File: config.mk
export PLATFORM = sky130hd
export DESIGN_NAME = fhce_cmp
export DESIGN_NICKNAME = d
export VERILOG_FILES = /design/src/design/fhce_pkg.sv /design/src/design/fhce_cmp.sv
export SDC_FILE = /design/constraint.sdc
export NUM_CORES = 1
export LEC_CHECK = 0
export BUFFER_PORTS_ARGS = -buffer_cell sky130_fd_sc_hd__clkbuf_2
export CAP_MARGIN = 20
export CELL_PAD_IN_SITES_DETAIL_PLACEMENT = 1
export CELL_PAD_IN_SITES_GLOBAL_PLACEMENT = 1
export CORE_MARGIN = 3
export CORE_UTILIZATION = 40
export DETAILED_ROUTE_END_ITERATION = 12
export GPL_TIMING_DRIVEN = 0
export PLACE_DENSITY_LB_ADDON = 0.1
export SLEW_MARGIN = 5
export SYNTH_ARGS = -nofsm -noshare
export SYNTH_HDL_FRONTEND = slang
export SYNTH_SLANG_ARGS = --single-unit
File: constraint.sdc
create_clock -name vclk -period 18.44
set_clock_uncertainty 0.1 [all_clocks]
set_input_delay 3.688 -clock vclk [all_inputs]
set_output_delay 3.688 -clock vclk [all_outputs]
set_load 0.03 [all_outputs]
File: src/design/fhce_pkg.sv
// Shared types and constants for the float history cache encoder.
package fhce_pkg;

	// Default ring size exponent limit and the reset value of the size register.
	localparam int DEF_MAX_BUFFER_BITS = 8;
	localparam int BUFFER_BITS_RESET   = 8;
	localparam int BUFFER_BITS_MIN     = 2;

	// Width of the configuration write data.
	localparam int CFG_W = 4;

	// Float classification.
	localparam logic [30:0] ABS_INF = 31'h7f80_0000;

	// Near-match window: image minus entry lies in -0x20000..0x1ffff.
	localparam logic [31:0] NEAR_BIAS = 32'h0002_0000;
	localparam logic [31:0] NEAR_SPAN = 32'h0004_0000;

	// A zigzag delta inside the window needs 18 bits, sent as 6-bit groups.
	localparam int ZZ_W    = 18;
	localparam int GRP_W   = 6;
	localparam logic [6:0] GRP_CONT = 7'h40;

	// Token widths.
	localparam logic [5:0] RAW_BITS = 6'd32;
	localparam logic [5:0] GRP_BITS = 6'd7;

	// Result of comparing the input image with one ring entry.
	typedef struct packed {
		logic            eq;
		logic            near;
		logic [ZZ_W-1:0] zz;
	} cmp_res_t;

endpackage

File: src/design/fhce_cmp.sv
// Shared compare unit: float equality, near window test and zigzag delta.
module fhce_cmp (
	input  logic [31:0]         image,
	input  logic [31:0]         entry,
	output fhce_pkg::cmp_res_t  res
);
	import fhce_pkg::*;

	logic        nan_a;
	logic        nan_b;
	logic        both_zero;
	logic [31:0] diff;
	logic [31:0] biased;
	logic [31:0] zz_full;

	always_comb begin
		nan_a     = image[30:0] > ABS_INF;
		nan_b     = entry[30:0] > ABS_INF;
		both_zero = ((image[30:0] | entry[30:0]) == 31'd0);
		diff      = image - entry;
		biased    = diff + NEAR_BIAS;
		zz_full   = {diff[30:0], 1'b0} ^ {32{diff[31]}};

		res.eq   = !nan_a && !nan_b && (both_zero || (image == entry));
		res.near = biased < NEAR_SPAN;
		res.zz   = zz_full[ZZ_W-1:0];
	end

endmodule

[Word-level counts from Yosys, hierarchy flattened]
Cells that the tools add are included.
Storage, ports and cells
  bits in registers: 0
  input port bits: 64
  output and inout port bits: 20
  word-level logic and storage cells: 14
Operators by class
  add/subtract/negate cells: 2
  magnitude comparators: 3
  eq/ne operators: 1
  bitwise logic cells: 2
  reduce and logical (&&, ||, !) cells: 6
Operators by type and width (number)
  greater-than comparator 31 bit, second input constant: 2
  adder 32 x 18 -> 32 bit, second input constant: 1
  equality test 32 bit: 1
  < comparator 32 x 19 -> 1 bit, second input constant: 1
  subtractor 32 bit: 1
  logical NOT 31 bit: 1
  bitwise OR 31 bit: 1
  XOR 18 bit: 1
  logical AND 1 bit: 2
  logical NOT 1 bit: 2
  logical OR 1 bit: 1

[Logic depth before layout (Yosys ltp)]
Gate-level depths: netlist (run 1).
  depth in word-level cells: 4
  mapped depth: 17
  mapped depth without buffers: 16

[Worst setup path after synthesis (run 1)]
No wires, ideal clock.
  path kind: input-to-output
  start point: input port image[1]
  end point: output port res[1] in the netlist's numbering
  data arrival time: 7.293 ns
  data required time: 14.652 ns
  path slack: 7.359 ns
  stages: 13
  buffers on the path: 2
  cell sequence: inv_1 -> ha_1 -> o21ba_2 -> a2111o_1 -> a31oi_1 -> a21oi_1 -> a21oi_1 -> a311oi_1 -> o311a_1 -> a211oi_1 -> buf_2 -> buf_2 -> xor2_1
RTL lines
  start, declared: RTL line fhce_cmp.sv:3  | input logic [31:0] image,
  end, declared: RTL line fhce_cmp.sv:5  | output fhce_pkg::cmp_res_t res

==> results of run 1 <==
-- per-stage QoR --
step                power (mW)  setup WS, ps  utilization, %  std cells  hold WS (ps)
floorplan                0.134          7360               -        486          7620
global placement         0.183          6490            48.9        672          7820
detailed placement       0.187          6350            48.9        672          7830
CTS                      0.188          6340            48.9        672          7830
global route             0.206          5880            48.9        672          7860
finish                   0.187          6330            48.9        672          7820
-- power breakdown --
group | switching (mW) | total (mW) | internal (mW)
sequential | 0 | 0 | 0
clock | 0 | 0 | 0
combinational | 0.121 | 0.187 | 0.0662
total | 0.121 | 0.187 | 0.0662
-- worst paths after layout --
kind / slack (ps) / to / depth (start not counted)
setup / recovery: 6330 / res[18] / 16
hold / removal: 7820 / res[2] / 4
-- cells in the mapped netlist (all sizes together) (3+ instances only) --
cell type  number  area (um^2)
inv            86          323
ha             63          788
nor2           54          203
xnor2          39          342
a21oi          30          161
nor4           22          138
nand4          21          131
nand2          19         71.3
o31ai          14          105
nor3           13         87.6
nand3          12         60.1
o21ai          10         50.1
buf             9         66.3
nor2b           8         50.1
clkbuf          7         26.3
and3            6         40.0
a31oi           5         31.3
xor2            5         43.8
o21bai          4         30.0
or4             4         38.8
a211oi          3         22.5
a221oi          3         26.3
and2            3         18.8
mux2            3         33.8
nand2b          3         18.8
-- logic make-up (layout without fill, tap and decap cells) --
kind of cell	Yosys count	in the layout	synth area share (%)
mux	4	4	1.33
simple gates	174	174	28.4
buf+inv	102	186	12.6
compound gates	98	98	21.4
fa+ha+maj	64	64	24.6
xor+xnor	44	44	11.7
-- worst min-delay path, cell delays in order --
cell and delay (ps):
clkbuf_2 120, fa_1 180, xnor2_1 70, clkbuf_2 180
-- layout make-up --
cell class / count / share of cell area (%)
timing repair buffer: 84 / 10.9
buffer: 16 / 2.41
multi-input combinational: 384 / 74.9
tap: 102 / 3.32
inverter: 86 / 8.41
-- per-layer routing --
layer  vias up  global-route usage, %
li1       1871                      -
met1      1783                   33.6
met2        70                   45.1
met3         4                   1.01
met4         0                   1.19
met5         -                      0
==> results.sh, run 1 <==
export IMPL_slew_limit_headroom_pct=49.2
export IMPL_syn_area_um2=3290
export IMPL_period_share_pct=65.7
export IMPL_syn_to_final_growth_pct=16.6
export IMPL_routed_wl_um=11600
export IMPL_critPathArrivalTime_ps=8320
export IMPL_period_needed_ps=12110
export IMPL_antenna_found_initial=0
export IMPL_seq_cells=0
export IMPL_powerDensity_nw_per_um2=48.7
export IMPL_coreArea_um2=7850
export IMPL_wl_met2_um=5740
export IMPL_overflow=0
export IMPL_seq_area_frac_synth_pct=0
export IMPL_min_path_type="in2out"
export IMPL_grt_use_total_pct=24.7
export IMPL_cap_violations=0
export IMPL_firstDrtPassIters=4
export IMPL_final_max_slew_viol_count=0
export IMPL_synth_cells=486
export IMPL_drc_errors=0
export IMPL_multiInputGateArea_um2=2880
export IMPL_grt_pass1_vias=3901
export IMPL_initial_utilization_pct=41.9
export IMPL_layout_commonest_cell="inv_1"
export IMPL_dieHeight_um=96.7
export IMPL_p_leak_nw=1.93
export IMPL_met1Wirelength_um=5470
export IMPL_finalHoldViolCount=0
export IMPL_fin_setup_tns_ps=0
export IMPL_grt_max_degree=11
export IMPL_cts_hold_fix_buffers=0
export IMPL_post_cts_buffers=0
export IMPL_fillCellCount=1090
export IMPL_cp_num_buf_inv=3
export IMPL_syn_avg_cell_area_um2=6.77
export IMPL_placed_cell_area_um2=3840
export IMPL_critPathMaxFanout=5
export IMPL_setup_viol=0
export IMPL_viasPerCell=5.55
export IMPL_first_iter_violations=106
export IMPL_nets=700
export IMPL_end_kind="output pin"
export IMPL_antenna_cells=0
export IMPL_cp_top_family="compound AO/OA/AOI/OAI gates"
export IMPL_rows=32
export IMPL_fmaxAchievable_mhz=82.6
export IMPL_startpoint="image[0]"
export IMPL_drive_gt1_share_pct=20.4
export IMPL_ir_worst_vdd_uv=46.5
export IMPL_fin_area_um2=3840
export IMPL_cpMaxStageDelayCell="a2111oi_2"
export IMPL_syn_num_nets=614
export IMPL_yosys_warnings=0
export IMPL_portBuffers=84
export IMPL_vias=3728
export IMPL_status="finished clean"
export IMPL_seqCellArea_um2=0
export IMPL_wl_met3_um=341
export IMPL_tightestPinTransition_ps=755
export IMPL_layout_cells_most_common_list="86 x inv_1, 84 x clkbuf_2, 63 x ha_1, 54 x nor2_1, 39 x xnor2_1"
export IMPL_gp_congestion=0.978
export IMPL_routedWlPerCell_um=17.3
export IMPL_rsz0062_at_grt="false"
export IMPL_path_class="in2out"
export IMPL_critical_path_required_ps=14650
export IMPL_clock_buffers=0
export IMPL_grt_pass1_wl_um=19800
export IMPL_postRouteAntennaNets=0
export IMPL_dr_max_layer_used="met4"
export IMPL_die_w_um=96.7
export IMPL_path_cells="clkbuf_2, inv_1, ha_1, fa_1, o21bai_1, a2111oi_2, nor2_1, o41ai_2, o221ai_1, xnor2_1, a211oi_1, nand4_1, or3b_1, a2111oi_2, o211a_1, clkbuf_2"
export IMPL_hp_start="entry[1]"
export IMPL_cp_start_kind="input port"
export IMPL_dieArea_um2=9350
export IMPL_hpwl_um=10300
export IMPL_cts_repair_resized=0
export IMPL_cpPeakStageDelay_ps=670
export IMPL_ios=84
export IMPL_ys_types=64
Note: power is estimated with default switching activity, not from simulation.
==> inputs of run 2 (changes only) <==
--- a/config.mk
+++ b/config.mk
@@ -5,12 +5,13 @@
 export SDC_FILE = /design/constraint.sdc
 export NUM_CORES = 1
 export LEC_CHECK = 0
+export ABC_AREA = 1
 export BUFFER_PORTS_ARGS = -buffer_cell sky130_fd_sc_hd__clkbuf_2
 export CAP_MARGIN = 20
 export CELL_PAD_IN_SITES_DETAIL_PLACEMENT = 1
 export CELL_PAD_IN_SITES_GLOBAL_PLACEMENT = 1
 export CORE_MARGIN = 3
-export CORE_UTILIZATION = 40
+export CORE_UTILIZATION = 39
 export DETAILED_ROUTE_END_ITERATION = 12
 export GPL_TIMING_DRIVEN = 0
 export PLACE_DENSITY_LB_ADDON = 0.1
==> constraint.sdc (replaced) <==
create_clock -name vclk -period 11.5
set_clock_uncertainty 0.1 [all_clocks]
set_input_delay 2.3 -clock vclk [all_inputs]
set_output_delay 2.3 -clock vclk [all_outputs]
set_load 0.03 [all_outputs]
==> run 2 against run 1 <==
Net effect:
- power grew 64%
- via count increased by 24%
- area after synthesis increased by 22%
- final cell count rose by 42%
- die area grew 23%
- synthesized cell count grew 52%
- non-clock buffer count shrank 15
- wire length is 26% higher
- worst hold slack got worse by 2800 ps
- largest power group unchanged
==> results.sh, run 2 <==
export IMPL_status="finished clean"
export IMPL_tightestPinTransition_ps=704
export IMPL_syn_num_nets=865
export IMPL_grt_pass1_vias=4858
export IMPL_antenna_cells=0
export IMPL_path_class="in2out"
export IMPL_hpwl_um=13500
export IMPL_yosys_area_share_simple_pct=47.9
export IMPL_portBuffers=84
export IMPL_synth_mux_area_share_pct=0
export IMPL_rsz0062_at_grt="false"
export IMPL_cts_hold_fix_buffers=0
export IMPL_dp_cells=954
export IMPL_drive_gt1_share_pct=19.9
export IMPL_synth_most_common_cell="nand2_1"
export IMPL_synth_cells=737
export IMPL_rows=36
export IMPL_coreArea_um2=9860
export IMPL_seq_area_frac_synth_pct=0
export IMPL_synthAdderAreaFrac_pct=20.2
export IMPL_critical_path_required_ps=9100
export IMPL_final_setup_worst_slack_ps=3970
export IMPL_dieHeight_um=107
export IMPL_die_w_um=107
export IMPL_grt_max_degree=11
export IMPL_slew_limit_headroom_pct=52.7
export IMPL_overflow=0
export IMPL_fin_area_um2=4590
export IMPL_synth_compound_area_share_pct=5.97
export IMPL_vias=4633
export IMPL_layout_cells_most_common_list="212 x nand2_1, 180 x inv_1, 84 x clkbuf_2, 63 x ha_1, 47 x nor2_1"
export IMPL_netlist_top_cells_count="212 x nand2_1, 180 x inv_1, 63 x ha_1"
export IMPL_grt_use_total_pct=25.5
export IMPL_syn_to_final_growth_pct=14.7
export IMPL_clock_buffers=0
export IMPL_final_max_slew_viol_count=0
export IMPL_final_core_util_pct=46.5
export IMPL_path_cells="clkbuf_2, inv_1, ha_1, nor2_1, nand2_1, inv_1, nand2_1, nand3_2, nand2_1, nand2_1, nand2_1, nand2_1, ha_1, nand3_1, nor2_4, nand3_1, nand2_1, nand2_1, nor2_1, nand2_1, nor2_1, clkbuf_2"
export IMPL_ys_types=30
export IMPL_p_leak_nw=2.82
export IMPL_post_cts_buffers=0
export IMPL_end_kind="output pin"
export IMPL_critPathMaxFanout=5
export IMPL_period_share_pct=65.5
export IMPL_path_common_cell="nand2_1"
export IMPL_synth_xor_area_share_pct=7.23
export IMPL_viasPerCell=4.86
export IMPL_cp_start_kind="input port"
export IMPL_cts_repair_resized=0
export IMPL_placed_cell_area_um2=4590
export IMPL_synth_top_area_share_pct=19.9
export IMPL_syn_area_um2=4000
export IMPL_cpMaxStageDelayCell="ha_1"
export IMPL_instances_no_fill=954
export IMPL_antenna_found_initial=0
export IMPL_initial_utilization_pct=40.6
export IMPL_postRouteAntennaNets=0
export IMPL_powerDensity_nw_per_um2=67.0
export IMPL_ir_worst_vdd_uv=76.6
export IMPL_ios=84
export IMPL_setup_viol=0
export IMPL_fin_setup_tns_ps=0
export IMPL_finalPower_mw=0.307
export IMPL_cap_violations=0
export IMPL_cpPeakStageDelay_ps=370
export IMPL_dieArea_um2=11500
export IMPL_period_needed_ps=7530
export IMPL_layout_commonest_cell="nand2_1"
export IMPL_yosys_warnings=0
export IMPL_seq_cells=0
export IMPL_preCtsSetupSlack_ps=3980
export IMPL_syn_avg_cell_area_um2=5.43
export IMPL_grt_pass1_wl_um=23700
export IMPL_routedWlPerCell_um=15.4
export IMPL_firstDrtPassIters=4
export IMPL_drc_errors=0
export IMPL_seqCellArea_um2=0
export IMPL_first_iter_violations=167
export IMPL_synth_top_family_by_area="simple AND/OR/NAND/NOR gates"
export IMPL_yosysTopAreaCell="nand2_1"
export IMPL_synth_area_top_cells="nand2_1 20%, ha_1 20%, inv_1 17%"
export IMPL_finalHoldViolCount=0
export IMPL_gp_congestion=0.913
export IMPL_fmaxAchievable_mhz=133
export IMPL_nets=951
export IMPL_critPathArrivalTime_ps=5130
export IMPL_min_path_type="in2out"
export IMPL_timing_hold_ws_ps=5010
export IMPL_routed_wl_um=14700
## run 2: cell count changes after synthesis, sizes merged, moves of 24 or more
cell | previous run | this run
inv | 86 | 194
xnor2 | 39 | 3
nand2 | 19 | 232
nand3 | 12 | 41
xor2 | 5 | 30
nor2 | 54 | 78
## run 2: cell type report
class	instances	area, um^2
Buffer	1	7.51
Timing Repair Buffer	84	420
Inverter	197	739
Tap cell	133	166
Fill cell	1483	5280
Multi-Input combinational cell	539	3250
## run 2: per-layer routing
layer,vias to the layer above,track usage (%),routed length [um]
met3,2,0,537
met4,0,0.457,32
met1,2156,35.2,6980
met2,70,47.1,7120
li1,2405,-,-
met5,-,0,0
## run 2: logic make-up (layout without fill, tap and decap cells)
kind of cell | after synthesis | count (layout)
adders and majority gates | 64 | 64
and+or+nand+nor | 401 | 401
xor gates and xnor gates | 33 | 33
AOI/OAI and AO/OA | 41 | 41
buffers and inverters | 198 | 282
## run 2: power breakdown
| part | switching [mW] | internal, mW | leakage [nW] |
|---|---|---|---|
| clock network | 0 | 0 | 0 |
| registers | 0 | 0 | 0 |
| logic | 0.214 | 0.0938 | 2.82 |
## run 2: worst paths after layout
| check | cells past startpoint | slack (ps) | startpoint | endpoint |
|---|---|---|---|---|
| max | 22 | 3970 | image[7] | res[18] |
| min | 5 | 5010 | image[4] | res[19] |
## run 2: critical path, delay by kind of cell
family	cells	cell delay, ps
adders and majority gates	2	610
buffers and inverters	4	520
and+or+nand+nor	16	1710
==> inputs of run 3 (changes only) <==
--- a/config.mk
+++ b/config.mk
@@ -5,13 +5,13 @@
 export SDC_FILE = /design/constraint.sdc
 export NUM_CORES = 1
 export LEC_CHECK = 0
-export ABC_AREA = 1
+export ABC_AREA = 0
 export BUFFER_PORTS_ARGS = -buffer_cell sky130_fd_sc_hd__clkbuf_2
 export CAP_MARGIN = 20
 export CELL_PAD_IN_SITES_DETAIL_PLACEMENT = 1
 export CELL_PAD_IN_SITES_GLOBAL_PLACEMENT = 1
 export CORE_MARGIN = 3
-export CORE_UTILIZATION = 39
+export CORE_UTILIZATION = 40
 export DETAILED_ROUTE_END_ITERATION = 12
 export GPL_TIMING_DRIVEN = 0
 export PLACE_DENSITY_LB_ADDON = 0.1
==> constraint.sdc (replaced) <==
create_clock -name vclk -period 7.2
set_clock_uncertainty 0.1 [all_clocks]
set_input_delay 1.44 -clock vclk [all_inputs]
set_output_delay 1.44 -clock vclk [all_outputs]
set_load 0.03 [all_outputs]
==> run 3 against run 2 <==
Net effect:
- utilization grew 3.9 points
- non-clock buffer count grew 19
- via count shrank 19%
- worst hold slack lost 1700 ps
- power grew 61%
- sequential share of layout area is the same
- first-iteration DRC count shrank 37%
- final cell count shrank 29%
- flip-flop and latch count is the same
- worst setup slack lost 3900 ps
- cell area shrank 14%
- critical endpoint unchanged
==> results.sh, run 3 (synthesis gave the netlist of run 1 again) <==
export IMPL_end_kind="output pin"
export IMPL_syn_to_final_growth_pct=20.1
export IMPL_vias=3763
export IMPL_powerDensity_nw_per_um2=125
export IMPL_use_met3_pct=1.37
export IMPL_first_iter_violations=105
export IMPL_postRouteAntennaNets=0
export IMPL_coreArea_um2=7850
export IMPL_setup_viol=0
export IMPL_dieHeight_um=96.7
export IMPL_portBuffers=84
export IMPL_min_path_type="in2out"
export IMPL_finalHoldViolCount=0
export IMPL_busiest_layer="met2"
export IMPL_critPathMaxFanout=9
export IMPL_antenna_found_initial=0
export IMPL_final_core_util_pct=50.4
export IMPL_hpwl_um=10300
export IMPL_final_setup_worst_slack_ps=115
export IMPL_slew_limit_headroom_pct=50.5
export IMPL_drc_errors=0
export IMPL_rsz0062_at_grt="true"
export IMPL_critPathArrivalTime_ps=5540
export IMPL_overflow=0
export IMPL_status="finished clean"
export IMPL_grt_use_total_pct=24.8
export IMPL_viasPerCell=5.57
export IMPL_gr_usage_met1_pct=33.1
export IMPL_seq_cells=0
export IMPL_layout_cells_most_common_list="86 x inv_1, 84 x clkbuf_2, 63 x ha_1, 54 x nor2_1, 38 x xnor2_1"
export IMPL_fmaxAchievable_mhz=141
export IMPL_grt_pass1_wl_um=19900
export IMPL_drive_gt1_share_pct=22.5
export IMPL_firstDrtPassIters=4
export IMPL_seqCellArea_um2=0
export IMPL_antenna_cells=0
export IMPL_grt_pass1_vias=3963
export IMPL_dieArea_um2=9350
export IMPL_ios=84
export IMPL_tightestPinTransition_ps=736
export IMPL_cp_start_kind="input port"
export IMPL_initial_utilization_pct=41.9
export IMPL_use_met2_pct=45.1
export IMPL_gp_congestion=0.978
export IMPL_period_needed_ps=7080
export IMPL_routed_wl_um=11800
export IMPL_layout_commonest_cell="inv_1"
export IMPL_clock_buffers=0
export IMPL_rows=32
export IMPL_critical_path_required_ps=5660
export IMPL_path_class="in2out"
export IMPL_ir_worst_vdd_uv=117
export IMPL_routedWlPerCell_um=17.5
export IMPL_grt_max_degree=11
export IMPL_period_share_pct=98.4
export IMPL_cts_hold_fix_buffers=0
export IMPL_die_w_um=96.7
export IMPL_cap_violations=0
export IMPL_p_leak_nw=1.97
export IMPL_preCtsSetupSlack_ps=-394
export IMPL_final_max_slew_viol_count=0
export IMPL_nets=704
## run 3: cell count changes in the layout (fill, tap and decap cells not counted), moves of 16 or more
cell     delta
nand2_1   -193
inv_1      -94
xnor2_1    +35
xor2_1     -25
nor2_2     -22
nand3_1    -20
nand2_2    -16
## run 3: critical path, stage by stage
cell	delay [ps]
clkbuf_2	100
inv_1	50
ha_1	300
buf_6	140
or4_4	530
or4_4	440
nor3_4	300
nor3b_2	110
a21oi_4	230
nand4_1	130
o211ai_1	230
nand4_1	260
or3b_1	420
a2111oi_2	430
o211a_1	210
clkbuf_2	200
## run 3: final timing paths
kind / slack (ps) / start / depth (start not counted) / endpoint
setup / recovery: 120 / image[12] / 16 / res[18]
hold / removal: 3330 / entry[1] / 4 / res[2]
## run 3: final cells by class
type,count,area (um^2)
inverters,86,323
fillers,1094,3890
plain buffers,15,93.8
well taps,102,128
multi-input cells,384,2950
repair buffers,89,458
## run 3: routing by layer
layer / vias to the layer above / wire [um]
met4: 0 / 156
met3: 10 / 427
li1: 1877 / -
met5: - / 0
met2: 73 / 5790
met1: 1803 / 5440
## run 3: metrics by stage
stage | power (mW) | setup TNS [ps] | hold slack (ps) | instance area, um^2 | instances
2_1_floorplan | 0.344 | 0 | 3120 | 3290 | 486
3_3_place_gp | 0.468 | -1470 | 3330 | 3840 | 672
3_5_place_dp | 0.478 | -1850 | 3330 | 3840 | 672
4_1_cts | 0.488 | 0 | 3330 | 3890 | 673
5_1_grt | 0.541 | -120 | 3370 | 3950 | 676
6_report | 0.494 | 0 | 3330 | 3950 | 676
## run 3: timing repair
action	in CTS	in global routing
hold endpoints to repair	0	0
setup buffers	1	4
pin swaps	1	4
gates resized for setup	6	8
endpoints found under the setup margin	11	11
gates cloned	0	0
## run 3: power by group
group	internal (mW)	switching (mW)	total [mW]
sequential	0	0	0
combinational	0.177	0.316	0.494
clock	0	0	0
